==> config.mk <==
export PLATFORM = sky130hd
export DESIGN_NAME = video_line_slot_sequencer_core
export DESIGN_NICKNAME = d
export VERILOG_FILES = /design/src/hw/rtl/vlss_pkg.sv /design/src/hw/rtl/video_line_slot_sequencer_core.sv
export SDC_FILE = /design/constraint.sdc
export NUM_CORES = 1
export LEC_CHECK = 0
export ABC_AREA = 0
export BUFFER_PORTS_ARGS = -buffer_cell sky130_fd_sc_hd__buf_2
export CORE_UTILIZATION = 25
export CTS_BUF_LIST = sky130_fd_sc_hd__clkbuf_16
export CTS_CLUSTER_DIAMETER = 40
export DETAILED_ROUTE_END_ITERATION = 7
export HOLD_SLACK_MARGIN = 0.08
export PLACE_DENSITY = 0.47
export SKIP_CTS_REPAIR_TIMING = 1
export SLEW_MARGIN = 5
export SYNTH_ARGS = -nofsm -noshare
export SYNTH_HDL_FRONTEND = slang
export SYNTH_SLANG_ARGS = --single-unit
export TNS_END_PERCENT = 5
==> constraint.sdc <==
create_clock -name clk -period 5 [get_ports clk]
set_clock_uncertainty 0.15 [all_clocks]
set_input_delay 1.5 -clock clk [delete_from_list [all_inputs] [get_ports clk]]
set_output_delay 1.5 -clock clk [all_outputs]
set_load 0.005 [all_outputs]
==> src/hw/rtl/vlss_pkg.sv <==
// Package: shared constants and register map for the video line slot sequencer.
`timescale 1ns / 1ps

package vlss_pkg;

    // Ring and transfer sizing
    localparam int SLOTS_DEFAULT = 3;
    localparam logic [11:0] HEADER_WORDS = 12'd7;
    localparam logic [11:0] BLANK_WORDS  = 12'd6;

    // Register indexes (byte address = 4 * index)
    localparam logic [2:0] REG_FRONT_PORCH = 3'd0;
    localparam logic [2:0] REG_SYNC        = 3'd1;
    localparam logic [2:0] REG_BACK_PORCH  = 3'd2;
    localparam logic [2:0] REG_ACTIVE      = 3'd3;
    localparam logic [2:0] REG_WIDTH       = 3'd4;
    localparam logic [2:0] REG_BLINK       = 3'd5;

    // Register reset values
    localparam logic [9:0]  FRONT_PORCH_RESET = 10'd10;
    localparam logic [9:0]  SYNC_RESET        = 10'd2;
    localparam logic [9:0]  BACK_PORCH_RESET  = 10'd33;
    localparam logic [10:0] ACTIVE_RESET      = 11'd480;
    localparam logic [11:0] WIDTH_RESET       = 12'd640;
    localparam logic [15:0] BLINK_RESET       = 16'd60;

    // Line classification codes
    typedef enum logic [1:0] {
        KIND_VSYNC  = 2'd0,
        KIND_BLANK  = 2'd1,
        KIND_ACTIVE = 2'd2
    } line_kind_t;

endpackage

==> src/hw/rtl/video_line_slot_sequencer_core.sv <==
// Top level: vertical timing sequencer for a ring of line buffers.
`timescale 1ns / 1ps

// Usage:
//   Input channel (in_valid/in_ready, line_done) carries one request per
//   finished line transfer. A request with line_done high produces one
//   result; one with line_done low is taken and dropped.
//   Output channel (out_valid/out_ready) carries the finished and next ring
//   slot, the line class, the transfer length in words, the fill request
//   with its line number, the frame-start pulse and the blink level.
//   A result is in the output register the cycle after its request is
//   taken. Throughput is one request per cycle while the receiver does not
//   stall; the only storage between the sides is the single output register.
//   When the receiver stalls, the result holds; in_ready is high only while
//   the output register is empty or is being emptied in the same cycle.
//   Reset loads the timing registers with their defaults, sets the slot to 0,
//   the scanline to SLOTS-1, clears the frame phase and blink level and
//   empties the output register.
//   Timing registers sit on an APB port (byte address 4*index, pready tied
//   high) and are to be written only while the block is idle.
module video_line_slot_sequencer_core #(
    parameter int SLOTS = vlss_pkg::SLOTS_DEFAULT
) (
    input  logic        clk,
    input  logic        rst_n,
    // Configuration port
    input  logic        psel,
    input  logic        penable,
    input  logic        pwrite,
    input  logic [4:0]  paddr,
    input  logic [31:0] pwdata,
    output logic [31:0] prdata,
    output logic        pready,
    // Input channel
    input  logic        in_valid,
    output logic        in_ready,
    input  logic        line_done,
    // Output channel
    output logic        out_valid,
    input  logic        out_ready,
    output logic [1:0]  finished_slot,
    output logic [1:0]  next_slot,
    output logic [1:0]  line_kind,
    output logic [11:0] transfer_words,
    output logic        fill_request,
    output logic [10:0] fill_line,
    output logic        frame_start,
    output logic        blink_level
);

    // Configuration registers
    logic [9:0]  front_porch_reg;
    logic [9:0]  sync_reg;
    logic [9:0]  back_porch_reg;
    logic [10:0] active_reg;
    logic [11:0] width_reg;
    logic [15:0] blink_period_reg;

    // Sequencer state
    logic [1:0]  slot_index_reg;
    logic [12:0] scanline_reg;
    logic [15:0] frame_phase_reg;
    logic        blink_state_reg;

    // Output register
    logic        out_valid_reg;
    logic [1:0]  finished_slot_reg;
    logic [1:0]  next_slot_reg;
    vlss_pkg::line_kind_t line_kind_reg;
    logic [11:0] transfer_words_reg;
    logic        fill_request_reg;
    logic [10:0] fill_line_reg;
    logic        frame_start_reg;

    // Next values
    logic [1:0]  slot_index_next;
    logic [12:0] scanline_next;
    logic [15:0] frame_phase_next;
    logic        blink_state_next;
    vlss_pkg::line_kind_t kind_next;
    logic [11:0] words_next;
    logic        fill_next;
    logic [10:0] fill_line_next;
    logic        wrap_next;

    logic        cfg_write;
    logic        in_take;
    logic        step;
    logic [10:0] sync_end;
    logic [11:0] blank_end;
    logic [12:0] total;
    logic [12:0] scan_inc;
    logic [12:0] scan_rel;
    logic [15:0] phase_inc;

    assign pready    = 1'b1;
    assign cfg_write = psel && penable && pwrite;
    assign in_ready  = !out_valid_reg || out_ready;
    assign in_take   = in_valid && in_ready;
    assign step      = in_take && line_done;

    // Register writes
    always_ff @(posedge clk or negedge rst_n)
    begin
        if (!rst_n)
        begin
            front_porch_reg  <= vlss_pkg::FRONT_PORCH_RESET;
            sync_reg         <= vlss_pkg::SYNC_RESET;
            back_porch_reg   <= vlss_pkg::BACK_PORCH_RESET;
            active_reg       <= vlss_pkg::ACTIVE_RESET;
            width_reg        <= vlss_pkg::WIDTH_RESET;
            blink_period_reg <= vlss_pkg::BLINK_RESET;
        end
        else if (cfg_write)
        begin
            case (paddr[4:2])
                vlss_pkg::REG_FRONT_PORCH: front_porch_reg  <= pwdata[9:0];
                vlss_pkg::REG_SYNC:        sync_reg         <= pwdata[9:0];
                vlss_pkg::REG_BACK_PORCH:  back_porch_reg   <= pwdata[9:0];
                vlss_pkg::REG_ACTIVE:      active_reg       <= pwdata[10:0];
                vlss_pkg::REG_WIDTH:       width_reg        <= pwdata[11:0];
                vlss_pkg::REG_BLINK:       blink_period_reg <= pwdata[15:0];
                default:                   ;
            endcase
        end
    end

    // Register readback
    always_comb
    begin
        case (paddr[4:2])
            vlss_pkg::REG_FRONT_PORCH: prdata = {22'd0, front_porch_reg};
            vlss_pkg::REG_SYNC:        prdata = {22'd0, sync_reg};
            vlss_pkg::REG_BACK_PORCH:  prdata = {22'd0, back_porch_reg};
            vlss_pkg::REG_ACTIVE:      prdata = {21'd0, active_reg};
            vlss_pkg::REG_WIDTH:       prdata = {20'd0, width_reg};
            vlss_pkg::REG_BLINK:       prdata = {16'd0, blink_period_reg};
            default:                   prdata = 32'd0;
        endcase
    end

    // Frame limits
    assign sync_end  = {1'b0, front_porch_reg} + {1'b0, sync_reg};
    assign blank_end = {1'b0, sync_end} + {2'b00, back_porch_reg};
    assign total     = {1'b0, blank_end} + {2'b00, active_reg};

    // Line classification and transfer length
    assign scan_rel = scanline_reg - {1'b0, blank_end};
    always_comb
    begin
        if ((scanline_reg >= {3'd0, front_porch_reg}) && (scanline_reg < {2'd0, sync_end}))
        begin
            kind_next      = vlss_pkg::KIND_VSYNC;
            words_next     = vlss_pkg::BLANK_WORDS;
            fill_next      = 1'b0;
            fill_line_next = 11'd0;
        end
        else if (scanline_reg < {1'b0, blank_end})
        begin
            kind_next      = vlss_pkg::KIND_BLANK;
            words_next     = vlss_pkg::BLANK_WORDS;
            fill_next      = 1'b0;
            fill_line_next = 11'd0;
        end
        else
        begin
            kind_next      = vlss_pkg::KIND_ACTIVE;
            words_next     = vlss_pkg::HEADER_WORDS + {1'b0, width_reg[11:1]};
            fill_next      = 1'b1;
            fill_line_next = scan_rel[10:0];
        end
    end

    // Slot ring advance
    assign slot_index_next = (slot_index_reg < 2'(SLOTS - 1)) ? slot_index_reg + 2'd1 : 2'd0;

    // Scanline wrap and blink divider
    assign scan_inc  = scanline_reg + 13'd1;
    assign wrap_next = (scan_inc >= total);
    assign phase_inc = frame_phase_reg + 16'd1;
    always_comb
    begin
        scanline_next    = scan_inc;
        frame_phase_next = frame_phase_reg;
        blink_state_next = blink_state_reg;
        if (wrap_next)
        begin
            scanline_next = 13'd0;
            if (phase_inc >= blink_period_reg)
            begin
                frame_phase_next = 16'd0;
                blink_state_next = !blink_state_reg;
            end
            else
            begin
                frame_phase_next = phase_inc;
            end
        end
    end

    // Sequencer state update
    always_ff @(posedge clk or negedge rst_n)
    begin
        if (!rst_n)
        begin
            slot_index_reg  <= 2'd0;
            scanline_reg    <= 13'(SLOTS - 1);
            frame_phase_reg <= 16'd0;
            blink_state_reg <= 1'b0;
        end
        else if (step)
        begin
            slot_index_reg  <= slot_index_next;
            scanline_reg    <= scanline_next;
            frame_phase_reg <= frame_phase_next;
            blink_state_reg <= blink_state_next;
        end
    end

    // Output valid
    always_ff @(posedge clk or negedge rst_n)
    begin
        if (!rst_n)
        begin
            out_valid_reg <= 1'b0;
        end
        else if (in_ready)
        begin
            out_valid_reg <= step;
        end
    end

    // Output payload
    always_ff @(posedge clk)
    begin
        if (step)
        begin
            finished_slot_reg  <= slot_index_reg;
            next_slot_reg      <= slot_index_next;
            line_kind_reg      <= kind_next;
            transfer_words_reg <= words_next;
            fill_request_reg   <= fill_next;
            fill_line_reg      <= fill_line_next;
            frame_start_reg    <= wrap_next;
        end
    end

    assign out_valid      = out_valid_reg;
    assign finished_slot  = finished_slot_reg;
    assign next_slot      = next_slot_reg;
    assign line_kind      = line_kind_reg;
    assign transfer_words = transfer_words_reg;
    assign fill_request   = fill_request_reg;
    assign fill_line      = fill_line_reg;
    assign frame_start    = frame_start_reg;
    assign blink_level    = blink_state_reg;

`ifndef NO_ASSERTIONS
    // A counted event always lands in the output register
    assert property (@(posedge clk) disable iff (!rst_n) step |=> out_valid)
        else $error("event lost");

    // Frame start pulses exactly when the scanline was forced to zero
    assert property (@(posedge clk) disable iff (!rst_n)
        step |=> (frame_start == (scanline_reg == 13'd0)))
        else $error("frame start out of step with scanline");

    // Slot index stays inside the ring
    assert property (@(posedge clk) disable iff (!rst_n)
        slot_index_reg < 2'(SLOTS))
        else $error("slot index out of range");

    // Finished and next slot always differ
    assert property (@(posedge clk) disable iff (!rst_n)
        out_valid |-> (next_slot != finished_slot))
        else $error("slot ring did not advance");

    // Fill request only on active lines
    assert property (@(posedge clk) disable iff (!rst_n)
        out_valid |-> (fill_request == (line_kind == vlss_pkg::KIND_ACTIVE)))
        else $error("fill request on wrong line class");
`endif

endmodule

==> key figures <==
Final layout
  – Layout cell share with drive strength beyond 1: 0.328
  – Post-layout nets: approximately 1300
  – Commonest non-fill, non-tap cell in the layout: buf_4
  – Syn-to-layout area delta: 27.4%
  – Ant diodes: 0
  – Most frequent cells in the layout: buf_4 (120), ha_1 (96), dfrtp_1 (86)

Timing
  – Max Freq: approximately 0.19 GHz
  – Rel. slew slack: 0.355
  – Final min period: between 5 and 6 ns
  – Setup TNS: -7.81 ns
  – Final number of setup-violating endpoints: 31
  – Final hold violations: 0
  – Period utilization: 1.06
  – Slew of the pin with the lowest slew margin: 0.967 ns
  – RSZ-0062 raised after global routing: yes
  – Final setup margin: -0.325 ns
  – Slew Limit Fails: 0

Min path
  – Hold depth: 1
  – Worst hold-check path type: flop to flop
  – WHS Endpoint: blink_level
  – Hold_sp: blink_level

Floorplanning
  – Die Footprint: slightly below 40000 um2
  – DIE WIDTH: between 150 and 200 um
  – Initial Util: 0.254
  – Die Span Y: approximately 200 um
  – Ports: 112
  – # rows: 71
  – Core footprint: approximately 38000 um2

Setup path
  – R2R Path Start: front_porch_reg[0]
  – Family with the most delay on the worst path: compound AO/OA/AOI/OAI gates
  – Reg2reg end: frame_phase_reg[6]
  – Worst path max stage delay: about 0.45 ns
  – Required @ worst endpoint: about 5.2 ns
  – Crit path launch type: flop
  – Worst path arrival time: between 5 and 6 ns
  – Worst reg2reg path depth: 23
  – Worst setup EP type: flop
  – R2R setup slack: -0.32 ns
  – CP cell instances: ha_2, fa_2, a21oi_4, nor2b_1, nor3_1, nor2_1, ha_1, and3_1, a41o_1, nor2b_4, a21oi_2, xor2_1, ha_2, a21oi_2, a31oi_2, xnor2_1, ha_1, and4_4, a2111o_1, o2111ai_4, a21oi_2, buf_12, a221o_1
  – CP bufs+invs: 1
  – Worst path most repeated cell: a21oi_2
  – Crit Path Class: flop to flop
  – CP max FO: 13
  – Cell with the largest stage delay on the worst path: a2111o_1

Global routing
  – Largest net degree at the start of global routing: 70
  – Overflow after GRT: 0
  – Vias in the first global route: approximately 7500
  – Gr usage total: 0.147
  – First-pass GRT wire length: 43.3 mm
  – Initial antenna violation count: 0

Place
  – Hpwl dp: ~22 mm
  – IO buf count: between 70 and 80
  – Gpl congestion: between 0.7 and 0.8
  – Setup WS pre-CTS: -0.607 ns

Synthesis
  – Register area share after synthesis: 0.362
  – Unique masters post-synth: 81
  – Flop and latch count out of synthesis: about 130
  – Avg Inst Size Synth: between 9 and 10 um2
  – Synth area leader: dfrtp_1
  – Synth top area cells: dfrtp_1 (22%), ha_1 (13%), edfxtp_1 (9.4%), mux2_2 (4.7%), dfstp_2 (4.4%)
  – Top-area cell type share of the netlist area: 0.224
  – Most used DFF post-synth: dfrtp_1
  – Post-Syn Area: approximately 9600 um2
  – Synthesis warning total: 0
  – Number of synthesized flops with an enable pin: 30
  – Post-Synthesis Cells: 960
  – Post-synth ARST share: 0.773

Clock network
  – Clock tree buffer depth: 2
  – Clk sinks: roughly 130
  – TritonCTS clock tree: built
  – Clk_lat worst skew: approximately 0.45 ns
  – Number of CTS-inserted buffers: 17
  – CTS clk-pin slew, worst paths: about 0.080 ns
  – H-tree depth: 4
  – Root Buffer: clkbuf_16

Detailed routing
  – DR top layer: met4
  – DR pass1 iterations: 5
  – Detailed Route WL: 27.5 mm
  – Wire per inst: between 15 and 20 um
  – Vias/cell: around 4.6
  – DRC: 0
  – Drt initial violations: about 450
  – DR WL met3: 1.08 mm
  – DR WL met2: 12.2 mm
  – M1 WL: 13.9 mm
  – Post-DRT Antenna Nets: 0
  – Vias: 7666

Run status
  – Status: finished with violations
  – Failing checks: negative setup slack

Power
  – IR drop worst, VDD: approximately 310 uV
  – Leakage Power: approximately 5.7 nW
  – Final Power: between 8 and 9 mW
  – PD cells: 691 nW/um2

Flow run
  – Max-Cap Viols: 0
-- final cells by class --
cell class	count	area, um2
timing repair buffer	199	1340
tap	511	639
inverter	60	225
fill	3936	25500
clock buffer	18	450
clock inverter	14	163
multi-input combinational	734	5930
sequential	132	3470
-- through the flow --
step | std cells | hold slack [ns] | cell area [um2] | utilization
final | 1668 | 0.318 | 12200 | 0.324
after CTS | 1663 | 0.325 | 11900 | 0.316
after global placement | 1631 | 0.314 | 11300 | 0.300
after floorplan | 975 | 0.308 | 9680 | -
after detailed placement | 1631 | 0.315 | 11300 | 0.300
after global routing | 1668 | 0.352 | 12200 | 0.324
-- per-layer routing --
metal,up-vias,GRT usage
met5,-,0
met4,0,0.0362
met3,14,0.0242
met2,136,0.224
met1,3703,0.213
li1,3813,-
-- synth_stat cells (4+ instances only) --
| cell type | instances |
|---|---|
| a2111oi_0 | 4 |
| a211oi_1 | 7 |
| a21o_1 | 16 |
| a21oi_1 | 37 |
| a22o_1 | 11 |
| a31oi_1 | 4 |
| a41o_1 | 6 |
| and2_1 | 6 |
| and3_1 | 11 |
| buf_1 | 5 |
| buf_2 | 5 |
| buf_4 | 20 |
| buf_6 | 4 |
| clkbuf_1 | 16 |
| dfrtp_1 | 86 |
| dfstp_2 | 16 |
| edfxtp_1 | 30 |
| fa_1 | 4 |
| ha_1 | 99 |
| inv_1 | 59 |
| mux2_1 | 16 |
| mux2_2 | 40 |
| mux2i_1 | 17 |
| nand2_1 | 81 |
| nand2b_1 | 14 |
| nand3_1 | 23 |
| nand4_1 | 14 |
| nor2_1 | 59 |
| nor2b_1 | 10 |
| nor3_1 | 15 |
| nor3_2 | 18 |
| o211a_1 | 4 |
| o211ai_1 | 8 |
| o21a_1 | 4 |
| o21ai_0 | 32 |
| o21ai_1 | 14 |
| o21bai_1 | 4 |
| o221ai_1 | 7 |
| o22ai_1 | 5 |
| xnor2_1 | 35 |
| xor2_1 | 32 |
-- where the power goes --
part           leakage, nW  switching [mW]  internal (mW)
registers             1.54           0.260           1.40
clock network        0.305           0.552          0.778
logic                 3.89            2.81           2.65
-- worst max-delay path by stage --
stage                             from            endpoint  cells after the start  slack [ns]
floorplan           front_porch_reg[0]  frame_phase_reg[2]                     23       -0.09
global placement           sync_reg[0]  frame_phase_reg[6]                     23       -0.54
detailed placement         sync_reg[0]  frame_phase_reg[6]                     21       -0.61
CTS                        sync_reg[0]  frame_phase_reg[0]                     22       -0.62
global route        front_porch_reg[0]  frame_phase_reg[6]                     23       -0.57
finish              front_porch_reg[0]  frame_phase_reg[6]                     23       -0.32
-- logic make-up after synthesis --
family / Yosys count / synth area share
AND/OR/NAND/NOR: 276 / 0.149
AO/OA/AOI/OAI: 194 / 0.144
flip-flops: 132 / 0.362
buffers and inverters: 110 / 0.0546
adder cells (fa/ha/maj): 103 / 0.137
multiplexers: 76 / 0.0905
XOR/XNOR: 67 / 0.0612
other: 2 / 0.000783
(Power assumes the default switching activity.)
